`config.mk`:
```
export PLATFORM = sky130hd
export DESIGN_NAME = virtq_descriptor_chain_walker_core
export DESIGN_NICKNAME = d
export VERILOG_FILES = /design/src/sv/vdcw_pkg.sv /design/src/sv/vdcw_cfg_regs.sv /design/src/sv/vdcw_step.sv /design/src/sv/virtq_descriptor_chain_walker_core.sv
export VERILOG_INCLUDE_DIRS = /design/src /design/src/sv
export SDC_FILE = /design/constraint.sdc
export NUM_CORES = 1
export LEC_CHECK = 0
export BUFFER_PORTS_ARGS = -buffer_cell sky130_fd_sc_hd__buf_2
export CORE_MARGIN = 4
export CORE_UTILIZATION = 25
export DETAILED_ROUTE_END_ITERATION = 10
export PLACE_DENSITY_LB_ADDON = 0.1
export SLEW_MARGIN = 20
export SYNTH_ARGS = -nofsm -noshare
export SYNTH_HDL_FRONTEND = slang
export SYNTH_HIERARCHICAL = 1
export SYNTH_SLANG_ARGS = --single-unit
```
`constraint.sdc`:
```
create_clock -name clk -period 15.3 [get_ports clk]
set_input_delay 3.06 -clock clk [delete_from_list [all_inputs] [get_ports clk]]
set_output_delay 3.06 -clock clk [all_outputs]
set_load 0.02 [all_outputs]
```
`src/sv/virtq_descriptor_chain_walker_core_defines.svh`:
```
// Assertion macros for the descriptor chain walker.
`ifndef VIRTQ_DESCRIPTOR_CHAIN_WALKER_CORE_DEFINES_SVH
`define VIRTQ_DESCRIPTOR_CHAIN_WALKER_CORE_DEFINES_SVH

// Check a condition at every clock edge outside reset.
`define VDCW_ASSERT_ALWAYS(label, cond, msg) \
    label: assert property (@(posedge clk) disable iff (!rst_n) (cond)) \
        else $error(msg);

// Check that a condition seen at one edge leads to another at the next edge.
`define VDCW_ASSERT_NEXT(label, ante, cons, msg) \
    label: assert property (@(posedge clk) disable iff (!rst_n) (ante) |=> (cons)) \
        else $error(msg);

`endif

```
`src/sv/vdcw_pkg.sv`:
```
// Types, codes and helpers shared by the descriptor chain walker.
package vdcw_pkg;

    localparam int MAX_ENTRIES_DEF = 16;
    localparam logic [31:0] SAT_MAX32 = 32'hFFFF_FFFF;

    localparam int CFG_IDX_W = 2;
    localparam logic [CFG_IDX_W-1:0] REG_QUEUE_SIZE = 2'd0;
    localparam logic [CFG_IDX_W-1:0] REG_DESC_TABLE_BASE = 2'd1;
    localparam logic [CFG_IDX_W-1:0] REG_RBUF_SIZE = 2'd2;

    localparam logic [15:0] QUEUE_SIZE_RST = 16'd256;

    localparam logic [1:0] CMD_START = 2'd0;
    localparam logic [1:0] CMD_DESC = 2'd1;
    localparam logic [1:0] CMD_COPY = 2'd2;

    localparam logic [1:0] PH_IDLE = 2'd0;
    localparam logic [1:0] PH_DESC = 2'd1;
    localparam logic [1:0] PH_COPY = 2'd2;

    localparam logic [1:0] KIND_FETCH = 2'd0;
    localparam logic [1:0] KIND_COPY = 2'd1;
    localparam logic [1:0] KIND_SUMMARY = 2'd2;

    localparam logic [2:0] END_CHAIN = 3'd0;
    localparam logic [2:0] END_LIMIT = 3'd1;
    localparam logic [2:0] END_BAD_INDEX = 3'd2;
    localparam logic [2:0] END_FETCH_ERR = 3'd3;
    localparam logic [2:0] END_COPY_ERR = 3'd4;
    localparam logic [2:0] END_READ_AFTER_WRITE = 3'd5;

    typedef struct packed {
        logic [15:0] queue_size;
        logic [63:0] desc_table_base;
        logic [15:0] rbuf_size;
    } cfg_t;

    typedef struct packed {
        logic [1:0]  cmd;
        logic [15:0] head_index;
        logic [63:0] desc_addr;
        logic [31:0] desc_len;
        logic        desc_write;
        logic        desc_has_next;
        logic [15:0] desc_next_index;
        logic        access_error;
    } item_t;

    typedef struct packed {
        logic [1:0]  phase;
        logic        wr_seen;
        logic [31:0] req_total;
        logic [31:0] reply_total;
        logic        more_follow;
        logic [15:0] next_index;
        logic [15:0] walk_steps;
        logic [31:0] pending_len;
    } walk_t;

    typedef struct packed {
        logic [1:0]  kind;
        logic [63:0] fetch_addr;
        logic [63:0] copy_addr;
        logic [15:0] copy_len;
        logic [15:0] buf_offset;
        logic [31:0] req_len;
        logic [31:0] reply_len;
        logic [2:0]  end_reason;
    } result_t;

    function automatic logic [31:0] sat_add32(input logic [31:0] a, input logic [31:0] b);
        logic [32:0] sum;
        sum = {1'b0, a} + {1'b0, b};
        return sum[32] ? SAT_MAX32 : sum[31:0];
    endfunction

endpackage

```
`src/sv/vdcw_cfg_regs.sv`:
```
// Configuration register file of the descriptor chain walker.
module vdcw_cfg_regs
    import vdcw_pkg::*;
(
    input  logic                 clk,
    input  logic                 rst_n,
    input  logic                 cfg_valid,
    output logic                 cfg_ready,
    input  logic [CFG_IDX_W-1:0] cfg_index,
    input  logic [63:0]          cfg_data,
    output cfg_t                 cfg
);

    cfg_t cfg_reg;
    cfg_t cfg_next;

    assign cfg_ready = 1'b1;
    assign cfg = cfg_reg;

    always_comb
    begin
        cfg_next = cfg_reg;
        if (cfg_valid)
        begin
            case (cfg_index)
                REG_QUEUE_SIZE:      cfg_next.queue_size = cfg_data[15:0];
                REG_DESC_TABLE_BASE: cfg_next.desc_table_base = cfg_data;
                REG_RBUF_SIZE:       cfg_next.rbuf_size = cfg_data[15:0];
                default:             cfg_next = cfg_reg;
            endcase
        end
    end

    always_ff @(posedge clk or negedge rst_n)
    begin
        if (!rst_n)
        begin
            cfg_reg.queue_size <= QUEUE_SIZE_RST;
            cfg_reg.desc_table_base <= 64'd0;
            cfg_reg.rbuf_size <= 16'd0;
        end
        else
        begin
            cfg_reg <= cfg_next;
        end
    end

endmodule

```
`src/sv/vdcw_step.sv`:
```
// Per-item decision logic: next walk state and the action to issue.
module vdcw_step
    import vdcw_pkg::*;
#(
    parameter int MAX_ENTRIES = MAX_ENTRIES_DEF,
    parameter int CNT_W = $clog2(MAX_ENTRIES + 1)
)
(
    input  cfg_t             cfg,
    input  item_t            item,
    input  walk_t            cur,
    input  logic [CNT_W-1:0] entry_count,
    input  logic [CNT_W-1:0] reply_first,
    output walk_t            nxt,
    output logic [CNT_W-1:0] entry_count_next,
    output logic [CNT_W-1:0] reply_first_next,
    output logic             res_valid,
    output result_t          res,
    output logic [CNT_W-1:0] res_count,
    output logic [CNT_W-1:0] res_reply_start
);

    logic        do_sum;
    logic        do_adv;
    logic        do_fetch;
    logic [2:0]  reason;
    logic [15:0] room;

    assign room = cfg.rbuf_size - cur.req_total[15:0];

    always_comb
    begin
        nxt = cur;
        entry_count_next = entry_count;
        reply_first_next = reply_first;
        res = '0;
        res_valid = 1'b0;
        res_count = '0;
        res_reply_start = '0;
        do_sum = 1'b0;
        do_adv = 1'b0;
        do_fetch = 1'b0;
        reason = END_CHAIN;

        case (item.cmd)
            CMD_START:
            begin
                nxt.wr_seen = 1'b0;
                entry_count_next = '0;
                nxt.req_total = '0;
                nxt.reply_total = '0;
                reply_first_next = '0;
                nxt.more_follow = 1'b1;
                nxt.next_index = item.head_index;
                nxt.walk_steps = '0;
                nxt.pending_len = '0;
                do_fetch = 1'b1;
            end
            CMD_DESC:
            begin
                if (cur.phase == PH_DESC)
                begin
                    if (item.access_error)
                    begin
                        do_sum = 1'b1;
                        reason = END_FETCH_ERR;
                    end
                    else
                    begin
                        nxt.more_follow = item.desc_has_next;
                        nxt.next_index = item.desc_next_index;
                        if (!cur.wr_seen && !item.desc_write)
                        begin
                            if (cur.req_total >= {16'd0, cfg.rbuf_size})
                            begin
                                do_adv = 1'b1;
                            end
                            else
                            begin
                                nxt.pending_len = item.desc_len;
                                nxt.phase = PH_COPY;
                                res_valid = 1'b1;
                                res.kind = KIND_COPY;
                                res.copy_addr = item.desc_addr;
                                res.copy_len = (item.desc_len < {16'd0, room}) ?
                                    item.desc_len[15:0] : room;
                                res.buf_offset = cur.req_total[15:0];
                            end
                        end
                        else if (item.desc_write)
                        begin
                            nxt.wr_seen = 1'b1;
                            if (!cur.wr_seen)
                            begin
                                reply_first_next = entry_count;
                            end
                            nxt.reply_total = sat_add32(cur.reply_total, item.desc_len);
                            entry_count_next = entry_count + 1'b1;
                            do_adv = 1'b1;
                        end
                        else
                        begin
                            do_sum = 1'b1;
                            reason = END_READ_AFTER_WRITE;
                        end
                    end
                end
            end
            CMD_COPY:
            begin
                if (cur.phase == PH_COPY)
                begin
                    if (item.access_error)
                    begin
                        do_sum = 1'b1;
                        reason = END_COPY_ERR;
                    end
                    else
                    begin
                        nxt.req_total = sat_add32(cur.req_total, cur.pending_len);
                        entry_count_next = entry_count + 1'b1;
                        do_adv = 1'b1;
                    end
                end
            end
            default:
            begin
                nxt = cur;
            end
        endcase

        if (do_adv)
        begin
            if (!nxt.more_follow)
            begin
                do_sum = 1'b1;
                reason = END_CHAIN;
            end
            else
            begin
                do_fetch = 1'b1;
            end
        end

        if (do_fetch)
        begin
            if (entry_count_next >= CNT_W'(MAX_ENTRIES))
            begin
                do_sum = 1'b1;
                reason = END_LIMIT;
            end
            else if (nxt.next_index >= cfg.queue_size)
            begin
                do_sum = 1'b1;
                reason = END_BAD_INDEX;
            end
            else if (nxt.walk_steps >= cfg.queue_size)
            begin
                do_sum = 1'b1;
                reason = END_LIMIT;
            end
            else
            begin
                nxt.walk_steps = nxt.walk_steps + 16'd1;
                nxt.phase = PH_DESC;
                res_valid = 1'b1;
                res.kind = KIND_FETCH;
                res.fetch_addr = cfg.desc_table_base + {44'd0, nxt.next_index, 4'd0};
            end
        end

        if (do_sum)
        begin
            nxt.phase = PH_IDLE;
            res_valid = 1'b1;
            res = '0;
            res.kind = KIND_SUMMARY;
            res.req_len = nxt.req_total;
            res.reply_len = nxt.reply_total;
            res.end_reason = reason;
            res_count = entry_count_next;
            res_reply_start = reply_first_next;
        end
    end

endmodule

```
`src/sv/virtq_descriptor_chain_walker_core.sv`:
```
// Top level of the split-virtqueue descriptor chain walker.
// An accepted item reaches the input register and its action is then registered in the
// result register, which drives out_valid. Throughput: one item per cycle unless a result
// meets a full output register; the walk state updates in the same cycle as the decision.
// Reset: walk idle, counters and totals zero, queue_size 256, other configuration registers zero.
module virtq_descriptor_chain_walker_core
    import vdcw_pkg::*;
#(
    parameter int MAX_ENTRIES = MAX_ENTRIES_DEF,
    parameter int CNT_W = $clog2(MAX_ENTRIES + 1)
)
(
    input  logic                 clk,
    input  logic                 rst_n,
    input  logic                 cfg_valid,
    output logic                 cfg_ready,
    input  logic [CFG_IDX_W-1:0] cfg_index,
    input  logic [63:0]          cfg_data,
    input  logic                 in_valid,
    output logic                 in_ready,
    input  logic [1:0]           cmd,
    input  logic [15:0]          head_index,
    input  logic [63:0]          desc_addr,
    input  logic [31:0]          desc_len,
    input  logic                 desc_write,
    input  logic                 desc_has_next,
    input  logic [15:0]          desc_next_index,
    input  logic                 access_error,
    output logic                 out_valid,
    input  logic                 out_ready,
    output logic [1:0]           kind,
    output logic [63:0]          fetch_addr,
    output logic [63:0]          copy_addr,
    output logic [15:0]          copy_len,
    output logic [15:0]          buf_offset,
    output logic [CNT_W-1:0]     desc_count,
    output logic [31:0]          req_len,
    output logic [CNT_W-1:0]     reply_idx,
    output logic [31:0]          reply_len,
    output logic [2:0]           end_reason
);

    `include "virtq_descriptor_chain_walker_core_defines.svh"

    cfg_t             cfg;
    logic             item_valid_reg;
    item_t            item_reg;
    walk_t            walk_reg;
    walk_t            walk_next;
    logic [CNT_W-1:0] entry_count_reg;
    logic [CNT_W-1:0] entry_count_next;
    logic [CNT_W-1:0] reply_first_reg;
    logic [CNT_W-1:0] reply_first_next;
    logic             res_valid;
    result_t          res;
    logic [CNT_W-1:0] res_count;
    logic [CNT_W-1:0] res_reply_start;
    logic             out_valid_reg;
    result_t          out_reg;
    logic [CNT_W-1:0] out_count_reg;
    logic [CNT_W-1:0] out_reply_start_reg;
    logic             out_free;
    logic             step_go;
    logic             res_load;

    vdcw_cfg_regs u_cfg (
        .clk       (clk),
        .rst_n     (rst_n),
        .cfg_valid (cfg_valid),
        .cfg_ready (cfg_ready),
        .cfg_index (cfg_index),
        .cfg_data  (cfg_data),
        .cfg       (cfg)
    );

    vdcw_step #(
        .MAX_ENTRIES (MAX_ENTRIES),
        .CNT_W       (CNT_W)
    ) u_step (
        .cfg              (cfg),
        .item             (item_reg),
        .cur              (walk_reg),
        .entry_count      (entry_count_reg),
        .reply_first      (reply_first_reg),
        .nxt              (walk_next),
        .entry_count_next (entry_count_next),
        .reply_first_next (reply_first_next),
        .res_valid        (res_valid),
        .res              (res),
        .res_count        (res_count),
        .res_reply_start  (res_reply_start)
    );

    assign out_free = !out_valid_reg || out_ready;
    assign step_go = item_valid_reg && (out_free || !res_valid);
    assign res_load = step_go && res_valid;
    assign in_ready = !item_valid_reg || step_go;

    always_ff @(posedge clk or negedge rst_n)
    begin
        if (!rst_n)
        begin
            item_valid_reg <= 1'b0;
        end
        else if (in_ready)
        begin
            item_valid_reg <= in_valid;
        end
    end

    always_ff @(posedge clk)
    begin
        if (in_ready && in_valid)
        begin
            item_reg.cmd <= cmd;
            item_reg.head_index <= head_index;
            item_reg.desc_addr <= desc_addr;
            item_reg.desc_len <= desc_len;
            item_reg.desc_write <= desc_write;
            item_reg.desc_has_next <= desc_has_next;
            item_reg.desc_next_index <= desc_next_index;
            item_reg.access_error <= access_error;
        end
    end

    always_ff @(posedge clk or negedge rst_n)
    begin
        if (!rst_n)
        begin
            walk_reg <= '0;
            entry_count_reg <= '0;
            reply_first_reg <= '0;
        end
        else if (step_go)
        begin
            walk_reg <= walk_next;
            entry_count_reg <= entry_count_next;
            reply_first_reg <= reply_first_next;
        end
    end

    always_ff @(posedge clk or negedge rst_n)
    begin
        if (!rst_n)
        begin
            out_valid_reg <= 1'b0;
        end
        else if (res_load)
        begin
            out_valid_reg <= 1'b1;
        end
        else if (out_ready)
        begin
            out_valid_reg <= 1'b0;
        end
    end

    always_ff @(posedge clk)
    begin
        if (res_load)
        begin
            out_reg <= res;
            out_count_reg <= res_count;
            out_reply_start_reg <= res_reply_start;
        end
    end

    assign out_valid = out_valid_reg;
    assign kind = out_reg.kind;
    assign fetch_addr = out_reg.fetch_addr;
    assign copy_addr = out_reg.copy_addr;
    assign copy_len = out_reg.copy_len;
    assign buf_offset = out_reg.buf_offset;
    assign desc_count = out_count_reg;
    assign req_len = out_reg.req_len;
    assign reply_idx = out_reply_start_reg;
    assign reply_len = out_reg.reply_len;
    assign end_reason = out_reg.end_reason;

    `VDCW_ASSERT_ALWAYS(a_count_cap, entry_count_reg <= CNT_W'(MAX_ENTRIES),
        "entry count above cap")
    `VDCW_ASSERT_NEXT(a_fetch_phase, res_load && res.kind == KIND_FETCH,
        walk_reg.phase == PH_DESC, "fetch issued without descriptor wait")
    `VDCW_ASSERT_NEXT(a_copy_phase, res_load && res.kind == KIND_COPY,
        walk_reg.phase == PH_COPY, "copy issued without copy wait")
    `VDCW_ASSERT_NEXT(a_summary_idle, res_load && res.kind == KIND_SUMMARY,
        walk_reg.phase == PH_IDLE, "walk not idle after summary")

endmodule
```
==> out/results.tsv <==
metric	value	unit
Avg WL per Cell	23.5	microns
Setup crit end	in_ready	
Post-DP Area	0.0386	sq mm
register area share after synthesis	0.495	
highest clock rate	0.133	GHz
row count	136	
die area	0.145	sq mm
worst reg2reg endpoint	fetch_addr[11]	
clock skew	0.0423	ns
Reg2Reg Depth	14	
DRC violations left	0	
# nets final	3957	
Hold Vio Cnt, Final	0	
Synth Area in Adders	0.0614	
Util after Layout	0.301	
fraction of registers with async set/reset	0.392	
total wire length	128	mm
Avg Vias per Cell	4.82	
mapped cell area	0.0347	sq mm
crit path DAT	4.44	ns
part of the cycle the worst path needs	0.490	
largest net degree at the start of global routing	253	
fillers	14179	
layout cells sized above 1	0.227	
syn_area_per_cell	10.8	sq um
Peak VDD IR	0.0708	mV
Slew HR	0.228	
crit-path max FO	44	
die width	381	microns
Leakage	16.8	nW
Seq cells post-synth	612	
Final Hold Slack	0.493	ns
initial antenna violation count	6	
RD Place Congestion	0.803	
Chip Height	381	microns
Mapped Nets	3589	
post-synthesis mux area share	0.0450	
clock sinks	612	
Yosys top cell by area	edfxtp_1	
number of global-route vias before repair	26505	
Synth Area in Compound Gates	0.142	
Synth Area in XOR/XNOR	0.0320	
worst-margin pin slew	1.15	ns
element type at the critical path end	output pin	
CTS buffer count	82	
critical path startpoint category	flip-flop	
Crit Path Category	flip-flop to output pin	
Final Critical Period	7.50	ns
Core ar.	0.138	sq mm
status	completed	
Total GRT Usage	0.172	
# hold bufs at CTS	0	
largest cells by area after synthesis	edfxtp_1, dfrtp_1, ha_1	
area grow syn2layout	19.2	%
Reg-to-Reg Start	walk_reg[108]	
max reg flops	133	
Worst Setup SP	walk_reg[108]	
HP Class	flip-flop to flip-flop	
post-route cell area	0.0414	sq mm
maxcap violations	0	
RSZ-0062 raised after global routing	false	
PD cells	136	mW/mm^2
top_reg_cell synth	edfxtp_1	
Worst-Skew Late Latency	0.70	ns
Starting Density	0.252	
Reg clk slew, reported paths	0.06	ns
largest family of logic cells by synthesized area	simple AND/OR/NAND/NOR gates	
IO Pins	446	
First-pass DRT Iterations	5	
port buffer count	444	
PostCTS Resize Cnt	0	
cells after synthesis	3217	
post-DP HPWL	89.0	mm
setup_tns	0	ns
Post-Synth Simple-Gate Area	0.184	
max-slew violation count	0	
DR iter-0 viols	1740	
YS warnings	6	
Worst EP required	12.24	ns
largest buffer count on any clock path	3	
setup repair bufs after CTS	0	
Worst R2R Setup Slack	8.36	ns
count of cell types in the netlist	86	
setup violators final	0	
area share of the largest cell type after synthesis	0.322	
Root Driver	clkbuf_16	
global-route wire length before repair	187	mm
vias post-DR	26296	
number of synthesized flops with an enable pin	372	
Detail Route Antenna Nets	0	
TritonCTS clock tree	done	
gr ovfl total	0	
CTS H-tree lvls	3	
where the power goes:
part	internal (W)	total, W	switching [W]	leakage [nW]
Combinational	0.000568	0.00151	0.000946	8.85
Clock	0.00115	0.00197	0.000817	1.33
Sequential	0.00195	0.00213	0.000181	6.67
Total	0.00367	0.00561	0.00194	16.8
critical path, stage by stage (launching register included):
cell and delay (ns):
dfrtp_1 0.47, ha_1 0.40, a21oi_1 0.20, o21ai_0 0.15, a2111oi_0 0.45, a21oi_1 0.21, a211oi_2 0.41, o41ai_1 0.17
a21o_1 0.23, nor2_1 0.21, nand2_4 0.42, nand3_1 0.22, buf_2 0.19
per-layer routing:
metal  up-vias  global-route usage  wire length [microns]
met5         -                   0                     46
met4         6              0.0407                   2810
met3       153              0.0369                   6080
met2       600               0.272                  58300
met1     12995               0.240                  60800
li1      12542                   -                      -
kinds of logic after synthesis:
group           count (synthesis)
simple gates                 1166
mux                           144
fa+ha+maj                     168
flops                         612
compound gates                680
buf+inv                       319
xor+xnor                      127
other cells                     1
worst min path at each step:
stage                       start             to  cells after the start
floorplan           u_cfg/cfg[19]  u_cfg/cfg[19]                      1
CTS                 u_cfg/cfg[17]  u_cfg/cfg[17]                      1
global route        u_cfg/cfg[16]  u_cfg/cfg[16]                      1
global placement    u_cfg/cfg[19]  u_cfg/cfg[19]                      1
finish              u_cfg/cfg[17]  u_cfg/cfg[17]                      1
detailed placement  u_cfg/cfg[17]  u_cfg/cfg[17]                      1
stage by stage:
step                setup WS (ns)  cells  total power [W]
floorplan                    1.04   3217          0.00316
global placement             8.26   5294          0.00369
detailed placement           8.28   5294          0.00368
CTS                          7.75   5447          0.00571
global route                 7.51   5448          0.00595
finish                       7.80   5454          0.00561
synth_stat cells, types with 18 or more instances:
library cell	instances
a221o_1	18
mux2_2	97
o211ai_2	80
nor2b_1	38
nand4b_1	143
a31oi_1	29
ha_1	164
nand2b_1	158
nand2_1	328
edfxtp_1	372
mux2i_1	47
nand3_1	49
dfrtp_1	239
nor3_1	52
buf_6	21
xor2_1	47
buf_2	26
a211oi_1	33
and2_1	125
nand4_1	30
inv_1	114
a21o_1	58
xnor2_1	80
a21oi_1	177
clkbuf_1	142
o21ai_0	109
nor2_1	157
and3_1	29
o211ai_1	68
cell usage in the layout, fill, tap and decap left out, types with 125 or more instances in the layout:
cell type	instances
a21oi_1	177
nand2b_1	157
edfxtp_1	372
and2_1	125
ha_1	163
dfrtp_1	237
nor2_1	154
nand4b_1	143
buf_2	442
nand2_1	326
cell type report:
| type | instances | area (sq um) | share of cell area |
|---|---|---|---|
| sequential | 612 | 17200 | 0.415 |
| clock buffer | 111 | 2300 | 0.0556 |
| multi-input combinational | 2286 | 16200 | 0.391 |
| inverter | 116 | 435 | 0.0105 |
| antenna | 6 | 15.0 | 0.000363 |
| clock inverter | 42 | 425 | 0.0103 |
| tap | 1794 | 2240 | 0.0542 |
| timing repair buffer | 487 | 2590 | 0.0626 |
No activity file was read; power rests on OpenSTA's default activity.
